[src/hw/rtl/sdi_pkg.sv]
// shared types, constants and the command frame table for the sd spi init sequencer
// no dependencies
package sdi_pkg;

    localparam int unsigned POLL_W   = 16;
    localparam int unsigned PRE_W    = 8;
    localparam int unsigned FRAME_W  = 3;
    localparam int unsigned CFG_IDX_W = 1;
    localparam int unsigned CFG_DATA_W = 16;

    localparam logic [POLL_W-1:0] POLL_LIMIT_RESET = 16'd4095;
    localparam logic [PRE_W-1:0]  PREAMBLE_RESET   = 8'd10;

    localparam logic [7:0] DUMMY_BYTE  = 8'hFF;
    localparam logic [7:0] CMD0_BYTE   = 8'h40;
    localparam logic [7:0] CMD0_CRC    = 8'h95;
    localparam logic [7:0] CMD1_CRC    = 8'hFF;
    localparam logic [7:0] IDLE_RESP   = 8'h01;
    localparam logic [7:0] READY_RESP  = 8'h00;
    localparam logic [FRAME_W-1:0] FRAME_LAST = 3'd5;

    localparam logic [CFG_IDX_W-1:0] REG_POLL_LIMIT = 1'd0;
    localparam logic [CFG_IDX_W-1:0] REG_PREAMBLE   = 1'd1;

    localparam logic OP_START    = 1'b0;
    localparam logic OP_EXCHANGE = 1'b1;

    localparam logic STATUS_OK      = 1'b0;
    localparam logic STATUS_TIMEOUT = 1'b1;

    typedef enum logic [2:0] {
        PH_IDLE,
        PH_PRE,
        PH_CMD,
        PH_POLL,
        PH_GAP,
        PH_FINAL
    } phase_t;

    typedef struct packed {
        phase_t              phase;
        logic [FRAME_W-1:0]  frame_index;
        logic [POLL_W-1:0]   poll_count;
        logic [PRE_W-1:0]    preamble_count;
        logic                in_op_cond_loop;
        logic                cs_level;
    } seq_state_t;

    typedef struct packed {
        logic       valid;
        logic [7:0] tx_byte;
        logic       chip_select;
        logic       done_res;
        logic       status;
    } seq_res_t;

    // byte of CMD0 (loop clear) or CMD1 (loop set) at a frame position
    function automatic logic [7:0] frame_byte(input logic cmd1, input logic [FRAME_W-1:0] idx);
        logic [7:0] b;
        case (idx)
            3'd0:       b = CMD0_BYTE | {7'd0, cmd1};
            FRAME_LAST: b = cmd1 ? CMD1_CRC : CMD0_CRC;
            default:    b = 8'h00;
        endcase
        return b;
    endfunction

endpackage

[src/hw/rtl/sdi_step.sv]
// next-state and result logic for one item of the sd spi init sequencer
// depends on sdi_pkg
module sdi_step (
    input  logic                       op,
    input  logic [7:0]                 rx_byte,
    input  logic [sdi_pkg::POLL_W-1:0] poll_limit,
    input  logic [sdi_pkg::PRE_W-1:0]  preamble_bytes,
    input  sdi_pkg::seq_state_t        cur,
    output sdi_pkg::seq_state_t        nxt,
    output sdi_pkg::seq_res_t          res
);

    logic [7:0] want;

    always_comb begin
        nxt  = cur;
        res  = '0;
        want = cur.in_op_cond_loop ? sdi_pkg::READY_RESP : sdi_pkg::IDLE_RESP;
        if (op == sdi_pkg::OP_START) begin
            nxt.frame_index     = '0;
            nxt.poll_count      = '0;
            nxt.in_op_cond_loop = 1'b0;
            res.valid           = 1'b1;
            if (preamble_bytes == '0) begin
                nxt.phase          = sdi_pkg::PH_CMD;
                nxt.preamble_count = '0;
                nxt.cs_level       = 1'b0;
                res.tx_byte        = sdi_pkg::frame_byte(1'b0, '0);
            end else begin
                nxt.phase          = sdi_pkg::PH_PRE;
                nxt.preamble_count = {{(sdi_pkg::PRE_W-1){1'b0}}, 1'b1};
                nxt.cs_level       = 1'b1;
                res.tx_byte        = sdi_pkg::DUMMY_BYTE;
            end
        end else begin
            unique case (cur.phase)
                sdi_pkg::PH_PRE: begin
                    res.valid = 1'b1;
                    if (cur.preamble_count < preamble_bytes) begin
                        nxt.preamble_count = cur.preamble_count + 1'b1;
                        nxt.cs_level       = 1'b1;
                        res.tx_byte        = sdi_pkg::DUMMY_BYTE;
                    end else begin
                        nxt.phase       = sdi_pkg::PH_CMD;
                        nxt.frame_index = '0;
                        nxt.cs_level    = 1'b0;
                        res.tx_byte     = sdi_pkg::frame_byte(cur.in_op_cond_loop, '0);
                    end
                end
                sdi_pkg::PH_CMD: begin
                    res.valid = 1'b1;
                    if (cur.frame_index < sdi_pkg::FRAME_LAST) begin
                        nxt.frame_index = cur.frame_index + 1'b1;
                        res.tx_byte     = sdi_pkg::frame_byte(cur.in_op_cond_loop,
                                                              cur.frame_index + 1'b1);
                    end else begin
                        nxt.phase      = sdi_pkg::PH_POLL;
                        nxt.poll_count = poll_limit;
                        res.tx_byte    = sdi_pkg::DUMMY_BYTE;
                    end
                end
                sdi_pkg::PH_POLL: begin
                    res.valid = 1'b1;
                    if (rx_byte != want && cur.poll_count != '0) begin
                        nxt.poll_count = cur.poll_count - 1'b1;
                        res.tx_byte    = sdi_pkg::DUMMY_BYTE;
                    end else if (cur.poll_count == '0 && !cur.in_op_cond_loop) begin
                        nxt.phase    = sdi_pkg::PH_IDLE;
                        res.done_res = 1'b1;
                        res.status   = sdi_pkg::STATUS_TIMEOUT;
                    end else begin
                        nxt.cs_level = 1'b1;
                        res.tx_byte  = sdi_pkg::DUMMY_BYTE;
                        if (cur.poll_count == '0) begin
                            nxt.phase = sdi_pkg::PH_GAP;
                        end else if (!cur.in_op_cond_loop) begin
                            nxt.in_op_cond_loop = 1'b1;
                            nxt.phase           = sdi_pkg::PH_GAP;
                        end else begin
                            nxt.phase = sdi_pkg::PH_FINAL;
                        end
                    end
                end
                sdi_pkg::PH_GAP: begin
                    res.valid       = 1'b1;
                    nxt.phase       = sdi_pkg::PH_CMD;
                    nxt.frame_index = '0;
                    nxt.cs_level    = 1'b0;
                    res.tx_byte     = sdi_pkg::frame_byte(cur.in_op_cond_loop, '0);
                end
                sdi_pkg::PH_FINAL: begin
                    res.valid    = 1'b1;
                    nxt.phase    = sdi_pkg::PH_IDLE;
                    res.done_res = 1'b1;
                    res.status   = sdi_pkg::STATUS_OK;
                end
                default: begin
                    res.valid = 1'b0;
                end
            endcase
            res.chip_select = nxt.cs_level;
        end
        if (op == sdi_pkg::OP_START) begin
            res.chip_select = nxt.cs_level;
        end
    end

endmodule

[src/hw/rtl/sd_spi_init_sequencer.sv]
// top level of the sd card spi-mode bring-up sequencer: input register, state, result register
// depends on sdi_pkg and sdi_step
//
//   channel   prefix   direction   payload
//   input     s_       in          op, rx_byte
//   result    m_       out         tx_byte, chip_select, done_res, status
//   config    cfg_     in          cfg_index, cfg_data
//
// one item per cycle sustained while m_ready is high; an item's result appears after it has passed
// through the input register, then one pass of the step logic into the result register
// an exchange item while idle gives no result; every other item gives exactly one
// synchronous active-low reset; config registers come up at 4095 polls and 10 preamble bytes
// a stalled result register holds the input register, which then holds s_ready low
module sd_spi_init_sequencer (
    input  logic                          aclk,
    input  logic                          aresetn,
    input  logic                          s_valid,
    output logic                          s_ready,
    input  logic                          s_op,
    input  logic [7:0]                    s_rx_byte,
    output logic                          m_valid,
    input  logic                          m_ready,
    output logic [7:0]                    m_tx_byte,
    output logic                          m_chip_select,
    output logic                          m_done_res,
    output logic                          m_status,
    input  logic                          cfg_valid,
    output logic                          cfg_ready,
    input  logic [sdi_pkg::CFG_IDX_W-1:0] cfg_index,
    input  logic [sdi_pkg::CFG_DATA_W-1:0] cfg_data
);

    logic                       in_valid_reg;
    logic                       op_reg;
    logic [7:0]                 rx_reg;
    logic [sdi_pkg::POLL_W-1:0] poll_limit_reg;
    logic [sdi_pkg::PRE_W-1:0]  preamble_reg;
    sdi_pkg::seq_state_t        state_reg;
    sdi_pkg::seq_state_t        state_next;
    sdi_pkg::seq_res_t          res_next;
    logic                       out_valid_reg;
    logic [7:0]                 tx_reg;
    logic                       cs_reg;
    logic                       done_reg;
    logic                       status_reg;
    logic                       advance;

    sdi_step u_step (
        .op             (op_reg),
        .rx_byte        (rx_reg),
        .poll_limit     (poll_limit_reg),
        .preamble_bytes (preamble_reg),
        .cur            (state_reg),
        .nxt            (state_next),
        .res            (res_next)
    );

    assign advance   = in_valid_reg && (!out_valid_reg || m_ready);
    assign s_ready   = !in_valid_reg || advance;
    assign cfg_ready = 1'b1;

    always_ff @(posedge aclk) begin
        if (!aresetn) begin
            in_valid_reg   <= 1'b0;
            out_valid_reg  <= 1'b0;
            poll_limit_reg <= sdi_pkg::POLL_LIMIT_RESET;
            preamble_reg   <= sdi_pkg::PREAMBLE_RESET;
            state_reg      <= '{phase: sdi_pkg::PH_IDLE, frame_index: '0, poll_count: '0,
                                preamble_count: '0, in_op_cond_loop: 1'b0, cs_level: 1'b1};
        end else begin
            if (s_valid && s_ready) begin
                in_valid_reg <= 1'b1;
            end else if (advance) begin
                in_valid_reg <= 1'b0;
            end
            if (advance) begin
                state_reg     <= state_next;
                out_valid_reg <= res_next.valid;
            end else if (m_ready) begin
                out_valid_reg <= 1'b0;
            end
            if (cfg_valid && cfg_ready) begin
                case (cfg_index)
                    sdi_pkg::REG_POLL_LIMIT: poll_limit_reg <= cfg_data;
                    sdi_pkg::REG_PREAMBLE:   preamble_reg   <= cfg_data[sdi_pkg::PRE_W-1:0];
                    default:                 ;
                endcase
            end
        end
    end

    // payload registers
    always_ff @(posedge aclk) begin
        if (s_valid && s_ready) begin
            op_reg <= s_op;
            rx_reg <= s_rx_byte;
        end
        if (advance && res_next.valid) begin
            tx_reg     <= res_next.tx_byte;
            cs_reg     <= res_next.chip_select;
            done_reg   <= res_next.done_res;
            status_reg <= res_next.status;
        end
    end

    assign m_valid       = out_valid_reg;
    assign m_tx_byte     = tx_reg;
    assign m_chip_select = cs_reg;
    assign m_done_res    = done_reg;
    assign m_status      = status_reg;

`ifndef NO_ASSERTIONS
    a_done_no_byte: assert property (@(posedge aclk) disable iff (!aresetn)
        m_valid && m_done_res |-> m_tx_byte == 8'h00)
        else $error("done result carries a byte");

    a_status_only_done: assert property (@(posedge aclk) disable iff (!aresetn)
        m_valid && !m_done_res |-> m_status == sdi_pkg::STATUS_OK)
        else $error("status set on a result that is not done");

    a_timeout_cs_low: assert property (@(posedge aclk) disable iff (!aresetn)
        m_valid && m_done_res && m_status == sdi_pkg::STATUS_TIMEOUT |-> !m_chip_select)
        else $error("timeout left chip-select high");

    a_final_in_loop: assert property (@(posedge aclk) disable iff (!aresetn)
        state_reg.phase == sdi_pkg::PH_FINAL |-> state_reg.in_op_cond_loop)
        else $error("final phase reached outside the op-cond loop");

    a_stall_holds_state: assert property (@(posedge aclk) disable iff (!aresetn)
        out_valid_reg && !m_ready |=> $stable(state_reg))
        else $error("state moved while the result was stalled");
`endif

endmodule

[config.mk]
export PLATFORM = sky130hd
export DESIGN_NAME = sd_spi_init_sequencer
export DESIGN_NICKNAME = d
export VERILOG_FILES = /design/src/hw/rtl/sdi_pkg.sv /design/src/hw/rtl/sdi_step.sv /design/src/hw/rtl/sd_spi_init_sequencer.sv
export SDC_FILE = /design/constraint.sdc
export NUM_CORES = 1
export LEC_CHECK = 0
export BUFFER_PORTS_ARGS = -buffer_cell sky130_fd_sc_hd__buf_2
export CAP_MARGIN = 20
export CORE_MARGIN = 10
export CORE_UTILIZATION = 63
export DETAILED_ROUTE_END_ITERATION = 7
export PLACE_DENSITY = 0.85
export SLEW_MARGIN = 30
export SYNTH_ARGS = -nofsm -noshare
export SYNTH_HDL_FRONTEND = slang
export SYNTH_SLANG_ARGS = --single-unit
[constraint.sdc]
create_clock -name aclk -period 6.31 [get_ports aclk]
set_input_delay 1.262 -clock aclk [delete_from_list [all_inputs] [get_ports aclk]]
set_output_delay 1.262 -clock aclk [all_outputs]
set_load 0.02 [all_outputs]
Word-level counts from Yosys, hierarchy flattened --
Index checks and enable logic that the tools add are counted.
Storage, ports and cells: bits in registers 78, input bits 31, output and inout bits 14, logic and storage cells 110
Operators by class: add/sub/neg operators 3, magnitude comparators 2, equality and inequality tests 21, mux-type cells 43, bitwise operators 1, reductions and logical operators 24
Operators with widths (count):
- $mux W8 | 7
- $mux W16 | 2
- $mux W32 | 1
- $pmux W16 S2 | 1
- $pmux W8 S4 | 1
- $logic_not A16 Y1 | 1
- $pmux W8 S2 | 1
- $reduce_bool A16 Y1 | 1
- $sub A16 B1 Y16 const B | 1
- $pmux W3 S5 | 1
- $mux W1 | 14
- $mux W3 | 4
- $mux W2 | 5
- $reduce_and A5 Y1 | 2
- $eq A3 B3 Y1 const B | 3
- $mux W9 | 1
- $ne A3 B3 Y1 const B | 3
- $pmux W3 S3 | 1
- $add A8 B1 Y8 const B | 1
- $logic_not A8 Y1 | 1
- $lt A8 B8 Y1 | 1
- $ne A8 B8 Y1 | 1
- $reduce_and A4 Y1 | 2
- $mux W7 | 1
- 22 further kinds | 37

Logic depth before layout (Yosys ltp) --
depth in word-level cells 7, gate-level depth with buffers 9, gate-level depth less buffers 8

Cells and area by module --
Synthesis repeated with hierarchy kept, for this count alone.
Unflattened totals: cells, all modules 579, area total of the unflattened synthesis 4850.9 µm²
Modules (own cells, without submodules):
- sd_spi_init_sequencer | times used 1, cells each 282, area an instance 2904.0 µm², sequential area each 1761.7 µm²
- sdi_step | times used 1, cells each 297, area an instance 1946.9 µm², sequential area each 0.0 µm²

Least setup slack after synthesis --
No wires, ideal clock.
kind input to output, from in m_ready, to out s_ready, arrival time 1.587 ns, data required time 5.048 ns, path slack 3.461 ns, stages on the path 2, path buffers 0, cell sequence nor2b_1 > nand2_1
On the way: cells in the longest elaborated chain, start to end 3
RTL lines:
- from (decl) | line sd_spi_init_sequencer.sv:22 | input logic m_ready,
- $logic_or A1 B1 Y1 | line sd_spi_init_sequencer.sv:58 | assign advance = in_valid_reg && (!out_valid_reg || m_ready);
- $logic_and A1 B1 Y1 | line sd_spi_init_sequencer.sv:58
- $logic_or A1 B1 Y1 | line sd_spi_init_sequencer.sv:59 | assign s_ready = !in_valid_reg || advance;
- to (decl) | line sd_spi_init_sequencer.sv:18 | output logic s_ready,
No other way between the ends.

Worst setup path after layout --
Same ends and word-level chain as after synthesis.

==> summary.txt <==
Outcome
  – Status: finished, final reports clean

Clocking
  – Setup Fix Bufs, Post-CTS: 0
  – CTS tree: built
  – Clk slew on worst S/H paths: roughly 0.08 ns
  – TritonCTS Buffers: 9
  – H-tree depth: 3
  – Hold buffers post-CTS: 0
  – Root Buffer: clkbuf_8
  – Clk buf depth: 2
  – Clock insertion delay at the later pin of the skew report: ~0.35 ns
  – TritonCTS sink count: 74
  – Post-CTS resize count: 0

Placement
  – Placer congestion estimate: 0.881
  – Place WS: 3.05 ns
  – Dpl cells: 559
  – HPWL after DPL: about 6.6 mm
  – Post-DP Area: 4050 µm²
  – Port Buffers: 43

Timing
  – Setup tns final: 0 ns
  – Final number of setup-violating endpoints: 0
  – Post-route setup slack: 3.27 ns
  – Crit share post-route: about half
  – Worst Tran Pin Value: 0.720 ns
  – Setup Skew: 0.00749 ns
  – RSZ-0062 raised after global routing: false
  – Hold slack final: 0.466 ns
  – Final hold vios: 0
  – Peak Freq: 0.329 GHz
  – Minimum clock period: 3.04 ns
  – Pins Over Slew Limit: 0
  – Slew headroom: between 50% and 60%

Hold path
  – Min-Delay Startpoint: poll_limit_reg[12]$_SDFFE_PN0P_
  – Class of the worst hold path: flip-flop to flip-flop
  – Hold Path End: poll_limit_reg[12]$_SDFFE_PN0P_
  – Hold Crit Depth: 2

Final layout
  – Fillers: 450
  – Commonest non-fill, non-tap cell in the layout: nand2_1
  – Register area: between 1500 and 2000 µm²
  – P&R area growth vs syn: 10.5%
  – Non-filler cells, final: around 580
  – Post-layout util: 72.1%
  – Design Area, Final: 4270 µm²
  – Final net count: roughly 540
  – Layout cell share with drive strength beyond 1: 14.6%
  – # diodes: 0
  – Commonest non-fill, non-tap cells in the layout: 98 x nand2_1, 58 x dfxtp_1, 43 x buf_2
  – Max reg flops: 32
  – Area of the multi-input gates: 2030 µm²

Setup path
  – Worst R2R Start: state_reg[31]$_SDFFE_PN0P_
  – Slowest CP cell: nor2b_1
  – CP most frequent cell: buf_2
  – FF-to-FF setup slack: between 3 and 4 ns
  – Worst EP required: between 5 and 6 ns
  – Worst Setup End Kind: output pin
  – R2R cell count: 6
  – Crit path cell chain: buf_2, nor2b_1, nand2_1, buf_2
  – Worst path arrival time: ~1.8 ns
  – Critical R2R Capture: state_reg[19]$_SDFFE_PN0P_
  – Largest stage delay on the critical path: about 0.17 ns
  – CP max FO: 3
  – Startpoint Class: input pin
  – Crit Path Category: input pin to output pin

Pwr
  – Worst VDD drop: 0.000182 V
  – P per Cell Area: 245 nW/µm²
  – Power, Total: 1.05 mW
  – Static leakage: roughly 1.7 nW

Routing
  – Vias per inst: 6.19
  – Drt pass-1 iters: 5
  – WL per Instance: 16.4 µm
  – Post-DRT Antenna Nets: 0
  – Routed Wire Length: ~9.5 mm
  – DR DRC count: 0
  – Via count: ~3600
  – Drt initial violations: 415

Synth
  – Sequential area share after synthesis: around 43%
  – Synth cell types: 62
  – Mapped Nets: around 500
  – Top-area cell type share of the netlist area: between 30% and 40%
  – Syn_area_per_cell: between 8 and 9 µm²
  – Synth Warn #: 0
  – Asr flop ratio synth: 0%
  – Area leader, netlist: dfxtp_1
  – Synth area leaders: dfxtp_1 30%, edfxtp_1 12%, nand2_1 9.5%
  – Main flop type after synthesis: dfxtp_1
  – Register bit count reported by yosys: between 70 and 80
  – Post-synth EDFFs: 16
  – Cells after synthesis: 470
  – Post-Syn Area: 3860 µm²

GRT
  – Largest net degree at the start of global routing: 36
  – Initial antenna violation count: 0
  – Number of global-route vias before repair: roughly 3300
  – Total grt overflow: 0
  – First-pass GRT wire length: between 15 and 20 mm
  – Tot GR Track Use: 18.9%

Floorplanning
  – Initial core utilization: 65.2%
  – Die Y-Extent: 98.3 µm
  – Core ar.: about 5900 µm²
  – Row Count: 28
  – Chip Width: 98.3 µm
  – I/O pin count: 45
  – DIE AREA: 9660 µm²

Run
  – Maxcap violations: 0
power by group:
| part | leakage, nW | internal, mW | switching, mW | total [mW] |
|---|---|---|---|---|
| logic | 0.953 | 0.0490 | 0.0870 | 0.136 |
| clock network | 0.108 | 0.216 | 0.176 | 0.392 |
| registers | 0.628 | 0.503 | 0.0153 | 0.518 |
| total | 1.69 | 0.768 | 0.278 | 1.05 |
worst max path at each step:
stage / cells past startpoint / slack [ns] / from / to
floorplan: 2 / 3.46 / m_ready / s_ready
global placement: 7 / 2.89 / m_ready / state_reg[19]$_SDFFE_PN0P_
detailed placement: 3 / 3.05 / aresetn / state_reg[29]$_SDFFE_PN0P_
CTS: 4 / 3.26 / m_ready / s_ready
global route: 4 / 3.22 / m_ready / s_ready
finish: 4 / 3.27 / m_ready / s_ready
worst max-delay path, delay by kind of cell:
family | cells | cell delay (ns)
and+or+nand+nor | 2 | 0.26
buffers and inverters | 2 | 0.26
final cells by class:
class                      instances  area share (%)
clock buffer                      12            3.90
inverter                          16            1.41
timing repair buffer              45            5.39
multi-input combinational        349            47.5
clock inverter                     4            1.11
tap                               75            2.20
sequential                        74            38.5
kinds of logic (layout without fill, tap and decap cells):
group	count (synthesis)	after routing	share of synthesized area (%)
AOI/OAI and AO/OA	112	112	19.1
xor gates and xnor gates	11	11	2.50
adders and majority gates	12	12	3.89
buffers and inverters	47	77	5.31
DFF	74	74	42.5
muxes	2	2	0.518
other	1	1	0.0971
and+or+nand+nor	211	211	26.1
routing by layer:
layer | routed length (µm) | track usage [%]
met1 | 4030 | 24.6
met4 | 197 | 8.05
met2 | 4340 | 29.7
met3 | 886 | 3.95
met5 | 0 | 0
cell usage after synthesis (all sizes together), types with 2 or more instances:
library cell,count
or4,4
xnor2,7
buf,12
o2111ai,4
nand3,32
o21ai,25
and3,2
mux2i,2
dfxtp,58
o31ai,4
a21oi,41
clkbuf,19
and2,6
a311oi,3
a2111oi,3
nor2b,7
or3,3
xor2,4
nand2b,5
nand3b,2
ha,12
o211ai,4
nand2,99
o41ai,3
nor3,12
nor4b,2
o32ai,3
nor2,27
a31oi,4
o311ai,2
a211oi,5
nor4,5
inv,15
edfxtp,16
Power figures use the tool's default switching activity.
